File: config.mk
export PLATFORM = sky130hd
export DESIGN_NAME = tbl_queue
export DESIGN_NICKNAME = d
export VERILOG_FILES = /design/src/rtl/core/tetra_barycentric_locate_macros.svh /design/src/rtl/core/tbl_queue.sv
export SDC_FILE = /design/constraint.sdc
export NUM_CORES = 1
export LEC_CHECK = 0
export BUFFER_PORTS_ARGS = -buffer_cell sky130_fd_sc_hd__buf_2
export CORE_UTILIZATION = 43
export DETAILED_ROUTE_END_ITERATION = 8
export HOLD_SLACK_MARGIN = 0.05
export PLACE_DENSITY_LB_ADDON = 0.25
export SLEW_MARGIN = 20
export SYNTH_ARGS = -nofsm -noshare
export SYNTH_HDL_FRONTEND = slang
export SYNTH_SLANG_ARGS = --single-unit
export TNS_END_PERCENT = 30
File: constraint.sdc
create_clock -name i_clk -period 2.12 [get_ports i_clk]
set_input_delay 0.318 -clock i_clk [delete_from_list [all_inputs] [get_ports i_clk]]
set_output_delay 0.318 -clock i_clk [all_outputs]
set_load 0.05 [all_outputs]
File: src/rtl/core/tetra_barycentric_locate_macros.svh
// Assertion shorthands shared by the RTL that checks itself.
`ifndef TETRA_BARYCENTRIC_LOCATE_MACROS_SVH
`define TETRA_BARYCENTRIC_LOCATE_MACROS_SVH

// Same-cycle implication, held off while reset is low.
`define TBL_ASSERT_IMPL(label, clk, rst_n, ante, cons, msg) \
    label: assert property (@(posedge clk) disable iff (!(rst_n)) (ante) |-> (cons)) \
        else $error(msg);

// Next-cycle implication, held off while reset is low.
`define TBL_ASSERT_NEXT(label, clk, rst_n, ante, cons, msg) \
    label: assert property (@(posedge clk) disable iff (!(rst_n)) (ante) |=> (cons)) \
        else $error(msg);

`endif

File: src/rtl/core/tbl_queue.sv
`timescale 1ns / 1ps
`default_nettype none
module tbl_queue #(
    parameter int W = 8
) (
    input  logic         i_clk,
    input  logic         i_rst_n,
    input  logic         i_push,
    input  logic [W-1:0] i_data,
    output logic         o_full,
    input  logic         i_pop,
    output logic         o_valid,
    output logic [W-1:0] o_data
);

    logic [W-1:0] r_mem [2];
    logic         r_wp;
    logic         r_rp;
    logic [1:0]   r_cnt;

    assign o_full  = (r_cnt == 2'd2);
    assign o_valid = (r_cnt != 2'd0);
    assign o_data  = r_mem[r_rp];

    always_ff @(posedge i_clk) begin
        if (!i_rst_n) begin
            r_wp  <= 1'b0;
            r_rp  <= 1'b0;
            r_cnt <= 2'd0;
        end else begin
            if (i_push) r_wp <= ~r_wp;
            if (i_pop)  r_rp <= ~r_rp;
            r_cnt <= r_cnt + {1'b0, i_push} - {1'b0, i_pop};
        end
    end

    always_ff @(posedge i_clk) begin
        if (i_push) begin
            r_mem[r_wp] <= i_data;
        end
    end

endmodule
`default_nettype wire

==> results.yml <==
outcome:
  status: "completed"
routing:
  dr.pass1.iters: 3
  antenna_left: 0
  routedWlPerCell_um: 11.3
  drc: 0
  postRouteWirelength_um: 1090
  vias: 429
  drt-initial-drc-count: 5
  viasPerCell: 4.47
yosys:
  ys_ff_latch: 21
  netlist_top_cells_count: "edfxtp_1 (16), mux2_1 (8), dfxtp_1 (5), and2_1 (4), nor2b_1 (4)"
  synth_top_area_cell: "edfxtp_1"
  syn_area_um2: 803
  yosysUniqueCellTypes: 12
  synth_simple_gate_area_share_pct: 7.01
  synth_edf_count: 16
  syn_inst: 46
  synth_seq_area_share_pct: 72.3
  ys_top_cells_by_area: "edfxtp_1 (60%), dfxtp_1 (12%), mux2_1 (11%)"
  async_flop_share_pct: 0
  synth_top_area_share_pct: 59.8
  synth-compound-area-share_pct: 0.935
  synth_top_family_by_area: "multiplexers"
  synth_xor_area_share_pct: 3.89
  syn_nets: 60
  synth.avg_cell_area_um2: 17.5
  ys.flop_type: "edfxtp_1"
  ys_warn_count: 0
  yosys.cell_count.top_type: "edfxtp_1"
  synth_mux_area_share_pct: 11.2
  synth_fa_ha_area_share_pct: 3.12
critical_path:
  crit_buf_inv: 1
  reg2reg_from: "r_cnt[0]"
  crit_chain: "mux2_1 -> buf_2"
  worstSetupPathType: "reg2out"
  slowest_stage: "dfxtp_1"
  r2r_cells: 6
  r2r_slack_ns: 0.89
  startpoint_type: "flip-flop"
  cp_max_fo: 8
  crit_arrival_ns: 1.43
  crit_required_ns: 1.80
  endpoint_kind: "output port"
  worstReg2RegEnd: "r_cnt[1]"
  max_stage_delay_ns: 0.54
  crit_family: "flip-flops"
grt:
  grt_pass1_wl_um: 1700
  gr-total-overflow: 0
  grt_max_degree: 13
  grt_pass1_vias: 419
  grt_usage_pct: 12.1
  antenna_found_initial: 0
hold_path:
  min_from: "i_data[7]"
  holdCritPathClass: "in2reg"
  hold_path_depth: 1
  min_to: "r_mem[1][7]"
timing:
  finClkSkew_ns: 0.00344
  setup_viol: 0
  fin_crit_ns: 1.74
  hold_violations: 0
  fmax_mhz: 574
  maxSlewViolCount: 0
  timing.hold.ws_ns: 0.201
  post-route-period-util_pct: 82.2
  rsz0062_at_grt: "no"
  relSlewSlack_pct: 75.2
  final.setup.tns_ns: 0
  worst_pin_slew_ns: 0.372
  fin_ws_ns: 0.376
placement:
  dp.final_hpwl_um: 819
  gp_congestion: 0.642
  numPortBuffers: 21
  pre_cts_slack_ns: 0.696
floorplanning:
  die_w_um: 45.2
  start_util_pct: 46.0
  num_io_pins: 22
  die_area_mm2: 0.00204
  chipHeight_um: 45.2
  core_area_mm2: 0.00175
  rows: 15
clock_tree:
  post_cts_buffers: 0
  ctsLongestPathBuffers: 2
  insertion_delay_ns: 0.30
  path_clk_slew_ns: 0.11
  cts_root_buf: "clkbuf_4"
  htreeDepth: 1
  holdBufCountCts: 0
  cts_sinks: 21
  cts_resized: 0
  cts_tree: "built"
  numCtsBuffers: 3
final_layout:
  nets: 86
  diodes: 0
  fin_util_pct: 55.6
  drive_above_1_share_pct: 36.6
  syn2layout_area_growth_pct: 20.7
job:
  max_cap_viol_count: 0
pwr:
  ir_worst_vdd_mv: 0.496
  power_mw: 0.880
  p_per_area_mw_per_mm2: 908
  cellLeakagePower_nw: 0.397
metal layers:
metal	GRT usage (%)	part of all wire, %
met5	0	0
met4	5.45	1.2
met3	4.40	6.3
met2	19.7	51
met1	14.2	41
flip-flops by register name, summed over array words and instances (netlist names), named ones only:
signal  flops
r_mem      16
r_rp        1
r_cnt       2
r_wp        1
cells by family (layout without fill, tap and decap cells):
group	after synthesis	count (layout)
XOR/XNOR	2	2
adder cells (fa/ha/maj)	2	2
AND/OR/NAND/NOR	9	9
multiplexers	8	8
flip-flops	21	21
buffers and inverters	3	28
AO/OA/AOI/OAI	1	1
stage by stage:
step | instances | cell area [um^2]
after floorplan | 46 | 803
after global placement | 92 | 942
after detailed placement | 92 | 942
after CTS | 96 | 970
after global routing | 96 | 970
final | 96 | 970
where the power goes:
part           internal, mW  total [mW]  switching [mW]
clock network        0.0703       0.185           0.114
registers             0.474       0.490          0.0169
logic                0.0705       0.205           0.135
total                 0.614       0.880           0.266
cells in the final DEF, fill, tap and decap left out, types with 2 or more instances in the layout:
cell	count
nor2b_1	4
clkbuf_4	3
dfxtp_1	5
buf_2	21
mux2_1	8
and2_1	4
edfxtp_1	16
ha_1	2
inv_1	2
worst max-delay path by stage:
stage	endpoint	slack (ns)	depth (start not counted)
2_1_floorplan	o_full	0.74	1
3_3_place_gp	o_data[5]	0.71	2
3_5_place_dp	o_data[5]	0.70	2
4_1_cts	o_data[5]	0.35	2
5_1_grt	o_data[5]	0.30	2
6_report	o_data[5]	0.38	2
layout make-up:
cell class / instances / area [um^2]
Inverter: 2 / 7.51
Tap cell: 25 / 31.3
Clock buffer: 3 / 22.5
Sequential cell: 21 / 581
Fill cell: 155 / 776
Clock inverter: 1 / 5.00
Multi-Input combinational cell: 22 / 210
Timing Repair Buffer: 22 / 113
Note: power is estimated with default switching activity, not from simulation.
