==> src/rtl/core/tetra_barycentric_locate_macros.svh <==
// Assertion shorthands shared by the RTL that checks itself.
`ifndef TETRA_BARYCENTRIC_LOCATE_MACROS_SVH
`define TETRA_BARYCENTRIC_LOCATE_MACROS_SVH

// Same-cycle implication, held off while reset is low.
`define TBL_ASSERT_IMPL(label, clk, rst_n, ante, cons, msg) \
    label: assert property (@(posedge clk) disable iff (!(rst_n)) (ante) |-> (cons)) \
        else $error(msg);

// Next-cycle implication, held off while reset is low.
`define TBL_ASSERT_NEXT(label, clk, rst_n, ante, cons, msg) \
    label: assert property (@(posedge clk) disable iff (!(rst_n)) (ante) |=> (cons)) \
        else $error(msg);

`endif

==> src/rtl/core/tbl_pkg.sv <==
`timescale 1ns / 1ps
`default_nettype none
package tbl_pkg;

    localparam logic OP_LOAD  = 1'b0;
    localparam logic OP_QUERY = 1'b1;

    localparam int TOL_BITS = 28;
    localparam logic [TOL_BITS-1:0] TOL_RESET = 28'd2684;

    localparam int LOC_BITS = 32;
    localparam logic [LOC_BITS-1:0] LOC_MAX = 32'h7FFF_FFFF;
    localparam logic [LOC_BITS-1:0] LOC_MIN = 32'h8000_0000;

    typedef enum logic [2:0] {
        BK_IDLE,
        BK_MUL,
        BK_FLUSH,
        BK_DIV,
        BK_DONE
    } t_back_state;

    // multiply program segments: three cross products, each followed by its dots
    typedef enum logic [2:0] {
        SEG_X23,
        SEG_DOT_E1,
        SEG_DOT_R,
        SEG_X31,
        SEG_DOT_S,
        SEG_X12,
        SEG_DOT_T
    } t_seg;

    typedef struct packed {
        logic degenerate;
        logic in_tet;
    } t_flags;

endpackage
`default_nettype wire

==> src/rtl/core/tbl_div.sv <==
`timescale 1ns / 1ps
`default_nettype none
module tbl_div #(
    parameter int AW = 78,
    parameter int F  = 28
) (
    input  logic                               i_clk,
    input  logic                               i_rst_n,
    input  logic                               i_start,
    input  logic signed [AW-1:0]               i_num,
    input  logic signed [AW-1:0]               i_den,
    output logic                               o_done,
    output logic [tbl_pkg::LOC_BITS-1:0]       o_quo
);

    localparam int QB  = tbl_pkg::LOC_BITS;
    localparam int DVW = AW + QB;
    localparam int CNW = $clog2(QB);

    logic [DVW-1:0] r_rem;
    logic [DVW-1:0] r_dsh;
    logic [QB-1:0]  r_q;
    logic [CNW-1:0] r_cnt;
    logic           r_busy;
    logic           r_done;
    logic           r_neg;

    logic [AW-1:0]  num_mag;
    logic [AW-1:0]  den_mag;
    logic [DVW-1:0] diff;
    logic           ge;
    logic [QB-1:0]  mag;
    logic           sat;

    assign num_mag = i_num[AW-1] ? AW'(-i_num) : AW'(i_num);
    assign den_mag = i_den[AW-1] ? AW'(-i_den) : AW'(i_den);
    assign diff    = r_rem - r_dsh;
    assign ge      = (r_rem >= r_dsh);

    // top quotient bit set means the magnitude reached 2^31: saturate
    always_ff @(posedge i_clk) begin
        if (!i_rst_n) begin
            r_busy <= 1'b0;
            r_done <= 1'b0;
        end else begin
            r_done <= 1'b0;
            if (i_start) begin
                r_rem  <= DVW'(num_mag) << F;
                r_dsh  <= DVW'(den_mag) << (QB - 1);
                r_q    <= '0;
                r_cnt  <= CNW'(QB - 1);
                r_busy <= 1'b1;
                r_neg  <= i_num[AW-1] ^ i_den[AW-1];
            end else if (r_busy) begin
                if (ge) r_rem <= diff;
                r_q   <= {r_q[QB-2:0], ge};
                r_dsh <= r_dsh >> 1;
                r_cnt <= r_cnt - 1'b1;
                if (r_cnt == '0) begin
                    r_busy <= 1'b0;
                    r_done <= 1'b1;
                end
            end
        end
    end

    assign sat    = r_q[QB-1];
    assign mag    = {1'b0, r_q[QB-2:0]};
    assign o_done = r_done;
    assign o_quo  = r_neg ? (sat ? tbl_pkg::LOC_MIN : QB'(-mag))
                          : (sat ? tbl_pkg::LOC_MAX : mag);

endmodule
`default_nettype wire

==> src/rtl/core/tbl_back.sv <==
`timescale 1ns / 1ps
`default_nettype none
module tbl_back #(
    parameter int CB = 24,
    parameter int F  = 28,
    parameter int DW = CB + 1
) (
    input  logic                          i_clk,
    input  logic                          i_rst_n,
    input  logic                          i_job_valid,
    input  logic [12*DW-1:0]              i_job,
    output logic                          o_pop,
    input  logic [tbl_pkg::TOL_BITS-1:0]  i_tol,
    output logic                          o_res_valid,
    input  logic                          i_res_ready,
    output logic [3*tbl_pkg::LOC_BITS-1:0] o_res_data,
    output tbl_pkg::t_flags               o_res_flags
);

    localparam int CW = 2 * DW + 1;
    localparam int PW = 2 * DW + 1;
    localparam int AW = 3 * DW + 3;
    localparam int JW = 12 * DW;
    localparam int QB = tbl_pkg::LOC_BITS;
    localparam int TW = QB + 4;
    localparam logic signed [TW-1:0] ONE_Q = TW'(1) <<< F;

    tbl_pkg::t_back_state r_state, n_state;
    tbl_pkg::t_seg        r_seg, r_pseg;

    logic [JW-1:0]          r_job;
    logic [1:0]             r_j, r_pj;
    logic                   r_t, r_pt, r_pv, r_pdot;
    logic signed [CW-1:0]   r_c [3];
    logic signed [PW-1:0]   r_prod;
    logic signed [AW-1:0]   r_acc, r_den;
    logic signed [AW-1:0]   r_num [3];
    logic [1:0]             r_k;
    logic [QB-1:0]          r_loc [3];
    logic                   r_deg;

    logic                   issue, last_issue, div_start, div_done;
    logic [QB-1:0]          div_quo;
    logic [1:0]             div_sel;
    logic signed [AW-1:0]   div_num;
    logic [1:0]             ka, kb, i1, i2;
    logic                   is_dot;
    logic [3:0]             xl, yl;
    logic signed [DW-1:0]   x_op, y_lane;
    logic signed [DW:0]     y_op;
    logic signed [AW-1:0]   term, acc_sum;
    logic                   in_tet;
    logic signed [TW-1:0]   tolx, lim, sum, lv;

    // ---- operand selection ----
    always_comb begin
        case (r_seg)
            tbl_pkg::SEG_X23:    begin ka = 2'd1; kb = 2'd2; is_dot = 1'b0; end
            tbl_pkg::SEG_DOT_E1: begin ka = 2'd0; kb = 2'd0; is_dot = 1'b1; end
            tbl_pkg::SEG_X31:    begin ka = 2'd2; kb = 2'd0; is_dot = 1'b0; end
            tbl_pkg::SEG_X12:    begin ka = 2'd0; kb = 2'd1; is_dot = 1'b0; end
            default:             begin ka = 2'd3; kb = 2'd0; is_dot = 1'b1; end
        endcase
        case (r_j)
            2'd1:    begin i1 = 2'd2; i2 = 2'd0; end
            2'd2:    begin i1 = 2'd0; i2 = 2'd1; end
            default: begin i1 = 2'd1; i2 = 2'd2; end
        endcase
        if (is_dot) begin
            xl = 4'(ka) * 4'd3 + 4'(r_j);
            yl = 4'd0;
        end else if (!r_t) begin
            xl = 4'(ka) * 4'd3 + 4'(i1);
            yl = 4'(kb) * 4'd3 + 4'(i2);
        end else begin
            xl = 4'(ka) * 4'd3 + 4'(i2);
            yl = 4'(kb) * 4'd3 + 4'(i1);
        end
        x_op   = r_job[xl*DW +: DW];
        y_lane = r_job[yl*DW +: DW];
        if (!is_dot) begin
            y_op = {y_lane[DW-1], y_lane};
        end else if (r_t) begin
            y_op = r_c[r_j][CW-1:DW];
        end else begin
            y_op = {1'b0, r_c[r_j][DW-1:0]};
        end
    end

    // ---- accumulate stage ----
    always_comb begin
        term = AW'(r_prod);
        if (r_pt) term = term <<< DW;
        acc_sum = ((r_pj == 2'd0) && !r_pt) ? term : r_acc + term;
    end

    // ---- divider ----
    assign div_sel = (r_state == tbl_pkg::BK_FLUSH) ? 2'd0 : r_k + 2'd1;
    always_comb begin
        case (div_sel)
            2'd0:    div_num = r_num[0];
            2'd1:    div_num = r_num[1];
            default: div_num = r_num[2];
        endcase
    end

    tbl_div #(.AW(AW), .F(F)) u_div (
        .i_clk   (i_clk),
        .i_rst_n (i_rst_n),
        .i_start (div_start),
        .i_num   (div_num),
        .i_den   (r_den),
        .o_done  (div_done),
        .o_quo   (div_quo)
    );

    // ---- control ----
    assign last_issue = (r_seg == tbl_pkg::SEG_DOT_T) && (r_j == 2'd2) && r_t;

    always_comb begin
        n_state = r_state;
        case (r_state)
            tbl_pkg::BK_IDLE:  if (i_job_valid) n_state = tbl_pkg::BK_MUL;
            tbl_pkg::BK_MUL:   if (last_issue) n_state = tbl_pkg::BK_FLUSH;
            tbl_pkg::BK_FLUSH: n_state = (r_den == '0) ? tbl_pkg::BK_DONE : tbl_pkg::BK_DIV;
            tbl_pkg::BK_DIV:   if (div_done && (r_k == 2'd2)) n_state = tbl_pkg::BK_DONE;
            tbl_pkg::BK_DONE:  if (i_res_ready) n_state = tbl_pkg::BK_IDLE;
            default:           n_state = tbl_pkg::BK_IDLE;
        endcase
    end

    always_comb begin
        o_pop       = 1'b0;
        issue       = 1'b0;
        div_start   = 1'b0;
        o_res_valid = 1'b0;
        case (r_state)
            tbl_pkg::BK_IDLE:  o_pop = i_job_valid;
            tbl_pkg::BK_MUL:   issue = 1'b1;
            tbl_pkg::BK_FLUSH: div_start = (r_den != '0);
            tbl_pkg::BK_DIV:   div_start = div_done && (r_k != 2'd2);
            tbl_pkg::BK_DONE:  o_res_valid = 1'b1;
            default:           o_pop = 1'b0;
        endcase
    end

    always_ff @(posedge i_clk) begin
        if (!i_rst_n) begin
            r_state <= tbl_pkg::BK_IDLE;
            r_pv    <= 1'b0;
        end else begin
            r_state <= n_state;
            r_pv    <= issue;
        end
    end

    always_ff @(posedge i_clk) begin
        if (o_pop) begin
            r_job <= i_job;
            r_seg <= tbl_pkg::SEG_X23;
            r_j   <= 2'd0;
            r_t   <= 1'b0;
        end
        if (issue) begin
            r_prod <= x_op * y_op;
            r_pdot <= is_dot;
            r_pseg <= r_seg;
            r_pj   <= r_j;
            r_pt   <= r_t;
            r_t    <= ~r_t;
            if (r_t) begin
                if (r_j == 2'd2) begin
                    r_j   <= 2'd0;
                    r_seg <= tbl_pkg::t_seg'(3'(r_seg) + 3'd1);
                end else begin
                    r_j <= r_j + 2'd1;
                end
            end
        end
        if (r_pv) begin
            if (!r_pdot) begin
                r_c[r_pj] <= r_pt ? r_c[r_pj] - r_prod : r_prod;
            end else begin
                r_acc <= acc_sum;
                if ((r_pj == 2'd2) && r_pt) begin
                    case (r_pseg)
                        tbl_pkg::SEG_DOT_E1: r_den    <= acc_sum;
                        tbl_pkg::SEG_DOT_R:  r_num[0] <= acc_sum;
                        tbl_pkg::SEG_DOT_S:  r_num[1] <= acc_sum;
                        default:             r_num[2] <= acc_sum;
                    endcase
                end
            end
        end
        if (r_state == tbl_pkg::BK_FLUSH) begin
            r_k   <= 2'd0;
            r_deg <= (r_den == '0);
            for (int i = 0; i < 3; i++) r_loc[i] <= '0;
        end
        if ((r_state == tbl_pkg::BK_DIV) && div_done) begin
            r_loc[r_k] <= div_quo;
            r_k        <= r_k + 2'd1;
        end
    end

    // ---- inside test on the saturated coordinates ----
    always_comb begin
        tolx   = TW'(i_tol);
        lim    = ONE_Q + tolx;
        sum    = '0;
        in_tet = !r_deg;
        for (int i = 0; i < 3; i++) begin
            lv  = TW'($signed(r_loc[i]));
            sum = sum + lv;
            if ((lv < -tolx) || (lv > lim)) in_tet = 1'b0;
        end
        if (sum > lim) in_tet = 1'b0;
    end

    assign o_res_data             = {r_loc[2], r_loc[1], r_loc[0]};
    assign o_res_flags.degenerate = r_deg;
    assign o_res_flags.in_tet     = in_tet;

endmodule
`default_nettype wire

==> config.mk <==
export PLATFORM = sky130hd
export DESIGN_NAME = tbl_back
export DESIGN_NICKNAME = d
export VERILOG_FILES = /design/src/rtl/core/tetra_barycentric_locate_macros.svh /design/src/rtl/core/tbl_pkg.sv /design/src/rtl/core/tbl_div.sv /design/src/rtl/core/tbl_back.sv
export SDC_FILE = /design/constraint.sdc
export NUM_CORES = 2
export LEC_CHECK = 0
export BUFFER_PORTS_ARGS = -buffer_cell sky130_fd_sc_hd__buf_2
export CORE_MARGIN = 1.5
export CORE_UTILIZATION = 55
export DETAILED_ROUTE_END_ITERATION = 8
export PLACE_DENSITY = 0.75
export SKIP_CTS_REPAIR_TIMING = 1
export SYNTH_ARGS = -nofsm -noshare
export SYNTH_HDL_FRONTEND = slang
export SYNTH_HIERARCHICAL = 1
export SYNTH_SLANG_ARGS = --single-unit
==> constraint.sdc <==
create_clock -name i_clk -period 10.9 [get_ports i_clk]
set_clock_uncertainty 0.15 [all_clocks]
set_input_delay 1.09 -clock i_clk [delete_from_list [all_inputs] [get_ports i_clk]]
set_output_delay 1.09 -clock i_clk [all_outputs]
set_load 0.01 [all_outputs]
==> results.py <==
metrics = {
    "outcome": {
        "outcome": "finished clean",
    },
    "grt": {
        "grtUsageTotal_pct": 33.4,
        "grt_max_degree": 207,
        "overflow": 0,
        "antenna_found_initial": 12,
        "grt_pass1_vias": 80400,
        "grt_first_pass_wirelength_mm": 481,
    },
    "floorplanning": {
        "die_w_um": 434,
        "start_util_pct": 55.3,
        "ios": 432,
        "die_area_um2": 189000,
        "core_area_um2": 185000,
        "die_y_um": 434,
        "rows": 158,
    },
    "synth": {
        "ys_seq_area_share_pct": 37.2,
        "synthArstFlopShare_pct": 0,
        "ys_ff_latch": 1271,
        "syn_nets": 11800,
        "ys.flop_type": "edfxtp_1",
        "yosysMostFrequentCell": "edfxtp_1",
        "syn_area_per_cell_um2": 10.2,
        "syn_area_um2": 102000,
        "yosys-top-cells-count": "1258 x edfxtp_1, 1053 x nand2_1, 1019 x inv_1",
        "syn_inst": 10100,
        "synth_edf_count": 1258,
        "synth_top_area_cell": "edfxtp_1",
        "synth_top_cell_area_share_pct": 36.9,
        "yosys.cell_types.count": 102,
        "synth_warnings": 6,
        "synth_area_leaders": "edfxtp_1 37%, fa_1 14%, ha_1 8.0%, nand2_1 3.9%, inv_1 3.7%",
    },
    "timing": {
        "finalSetupViolCount": 0,
        "finalHoldWorstSlack_ns": 0.288,
        "hold_violations": 0,
        "tns_ns": 0,
        "finalCritPeriodShare_pct": 98.0,
        "slew_viol_final": 0,
        "max_clock_freq_ghz": 0.0936,
        "rsz0062_at_grt": "true",
        "tightest_slew_ns": 1.26,
        "fin_crit_ns": 10.68,
        "relSlewSlack_pct": 14.9,
    },
    "clocking": {
        "clockBufferDepth": 3,
        "clk_latency_ns": 0.82,
        "cts_tree": "built",
        "cts_made_buffers": 137,
        "root_buffer": "clkbuf_16",
        "clock-sinks": 1271,
        "clk_pin_slew_ns": 0.07,
        "htreeDepth": 4,
    },
    "critical_path": {
        "max_stage_delay_ns": 0.89,
        "path_max_fanout": 8,
        "crit_family": "adder cells",
        "worstSetupPathType": "reg -> reg",
        "critPathSlowestCell": "fa_4",
        "worst-path-buf-inv": 14,
        "path_depth": 46,
        "r2r_cells": 46,
        "worstPathRequired_ns": 11.27,
        "crit_top_cell": "fa_1",
        "startpoint_type": "register",
        "critPathCaptureType": "register",
        "critical_path_arrival_ns": 11.05,
    },
    "placement": {
        "portBuffers": 431,
        "gp_congestion": 0.987,
        "dpl.hpwl_mm": 252,
    },
    "finish": {
        "seq_area_um2": 38000,
        "area_growth_pct": 12.6,
        "drive_gt1_share_pct": 13.3,
        "nets": 12300,
        "multiInputGateArea_um2": 59200,
        "final.fill_count": 14900,
    },
    "drt": {
        "drtIter0Drc": 7399,
        "drtPass1Iterations": 6,
        "wl_per_cell_um": 24.0,
        "ant_nets": 0,
        "drc": 0,
        "dr_total_vias": 80600,
        "via_per_inst": 6.10,
        "wirelength_mm": 317,
    },
    "job": {
        "cap_violations": 0,
    },
    "min_path": {
        "min_path_type": "in -> reg",
        "hold_depth": 1,
    },
}
[cells by family after synthesis]
family	Yosys count	share of synthesized area, %
XOR/XNOR	503	4.30
multiplexers	252	3.87
buffers and inverters	1513	5.63
AO/OA/AOI/OAI	2239	13.6
adder cells (fa/ha/maj)	1371	22.0
AND/OR/NAND/NOR	2912	13.4
flip-flops	1271	37.2
[worst reg2reg max path, delay by kind of cell (launching register included)]
kind / cells / cell delay [ns]
compound gates: 12 / 1.89
xor+xnor: 1 / 0.15
fa+ha+maj: 12 / 5.23
buf+inv: 14 / 1.61
flops: 1 / 0.37
mux: 1 / 0.29
simple gates: 6 / 0.74
[cell usage in the layout (no fill, tap or decap), drive strengths merged, types with 16 or more instances in the layout]
cell type,count
ha,652
o211ai,35
mux4,114
or3,56
mux2i,128
o21bai,66
a311oi,16
a221oi,82
a21o,216
clkinvlp,17
xor2,232
o31ai,80
a211oi,57
nor2,688
clkinv,55
or4,44
xnor2,271
a22oi,81
fa,719
o21a,63
a21oi,664
a21boi,20
a31oi,74
o21ai,639
buf,895
nor3,108
nand2,1053
nand3,135
and2,183
inv,1025
edfxtp,1258
nor4,53
nand2b,77
nor2b,139
clkbuf,168
nand4,152
o41ai,31
and3,166
[per-stage QoR]
step                      util, %  cells  worst slack, ns  instance area, um^2
after floorplan                 -  10100          -0.0470               102000
after global placement       59.4  12900          -0.0688               110000
after detailed placement     59.4  12900           -0.171               110000
after CTS                    61.9  13200           -0.224               115000
after global routing         62.2  13200           -0.155               115000
final                        62.2  13200            0.222               115000
[metal layers]
layer  vias up  part of all wire (%)  GRT usage, %
li1      36600                     -             -
met1     39600                    40          43.4
met2      3582                    47          55.0
met3       755                   6.8          4.52
met4        16                   5.8          16.7
met5         -                 0.033             0
[final cells by class]
| type | instances | area share [%] |
|---|---|---|
| Antenna cell | 2 | 0.00434 |
| Clock buffer | 167 | 3.14 |
| Clock inverter | 86 | 0.865 |
| Inverter | 1023 | 3.36 |
| Multi-Input combinational cell | 7277 | 51.4 |
| Sequential cell | 1271 | 33.0 |
| Tap cell | 2480 | 2.69 |
| Timing Repair Buffer | 896 | 5.55 |
[worst paths after layout]
kind,start,endpoint,slack (ns)
max reg2reg,r_seg[0],r_prod[49],0.22
max,r_seg[0],r_prod[49],0.22
min reg2reg,u_div/r_dsh[7],u_div/r_dsh[6],0.41
min,i_job[8],r_job[8],0.29
[state kept, by name, indices dropped and copies added (netlist names), 2 cells and up, named ones only]
signal and flops:
r_den 78, u_div/r_dsh 109, u_div/r_q 32, r_seg 3
r_pj 2, r_c 153, r_acc 78, r_j 2
r_loc 96, r_prod 51, r_num 234, r_job 300
r_k 2, r_pseg 3, u_div/r_cnt 5, r_state 3
u_div/r_rem 110
Power is left out: the tool's default activity adds up to more than one toggle a clock period on the data nets, which glitch-free logic cannot reach.
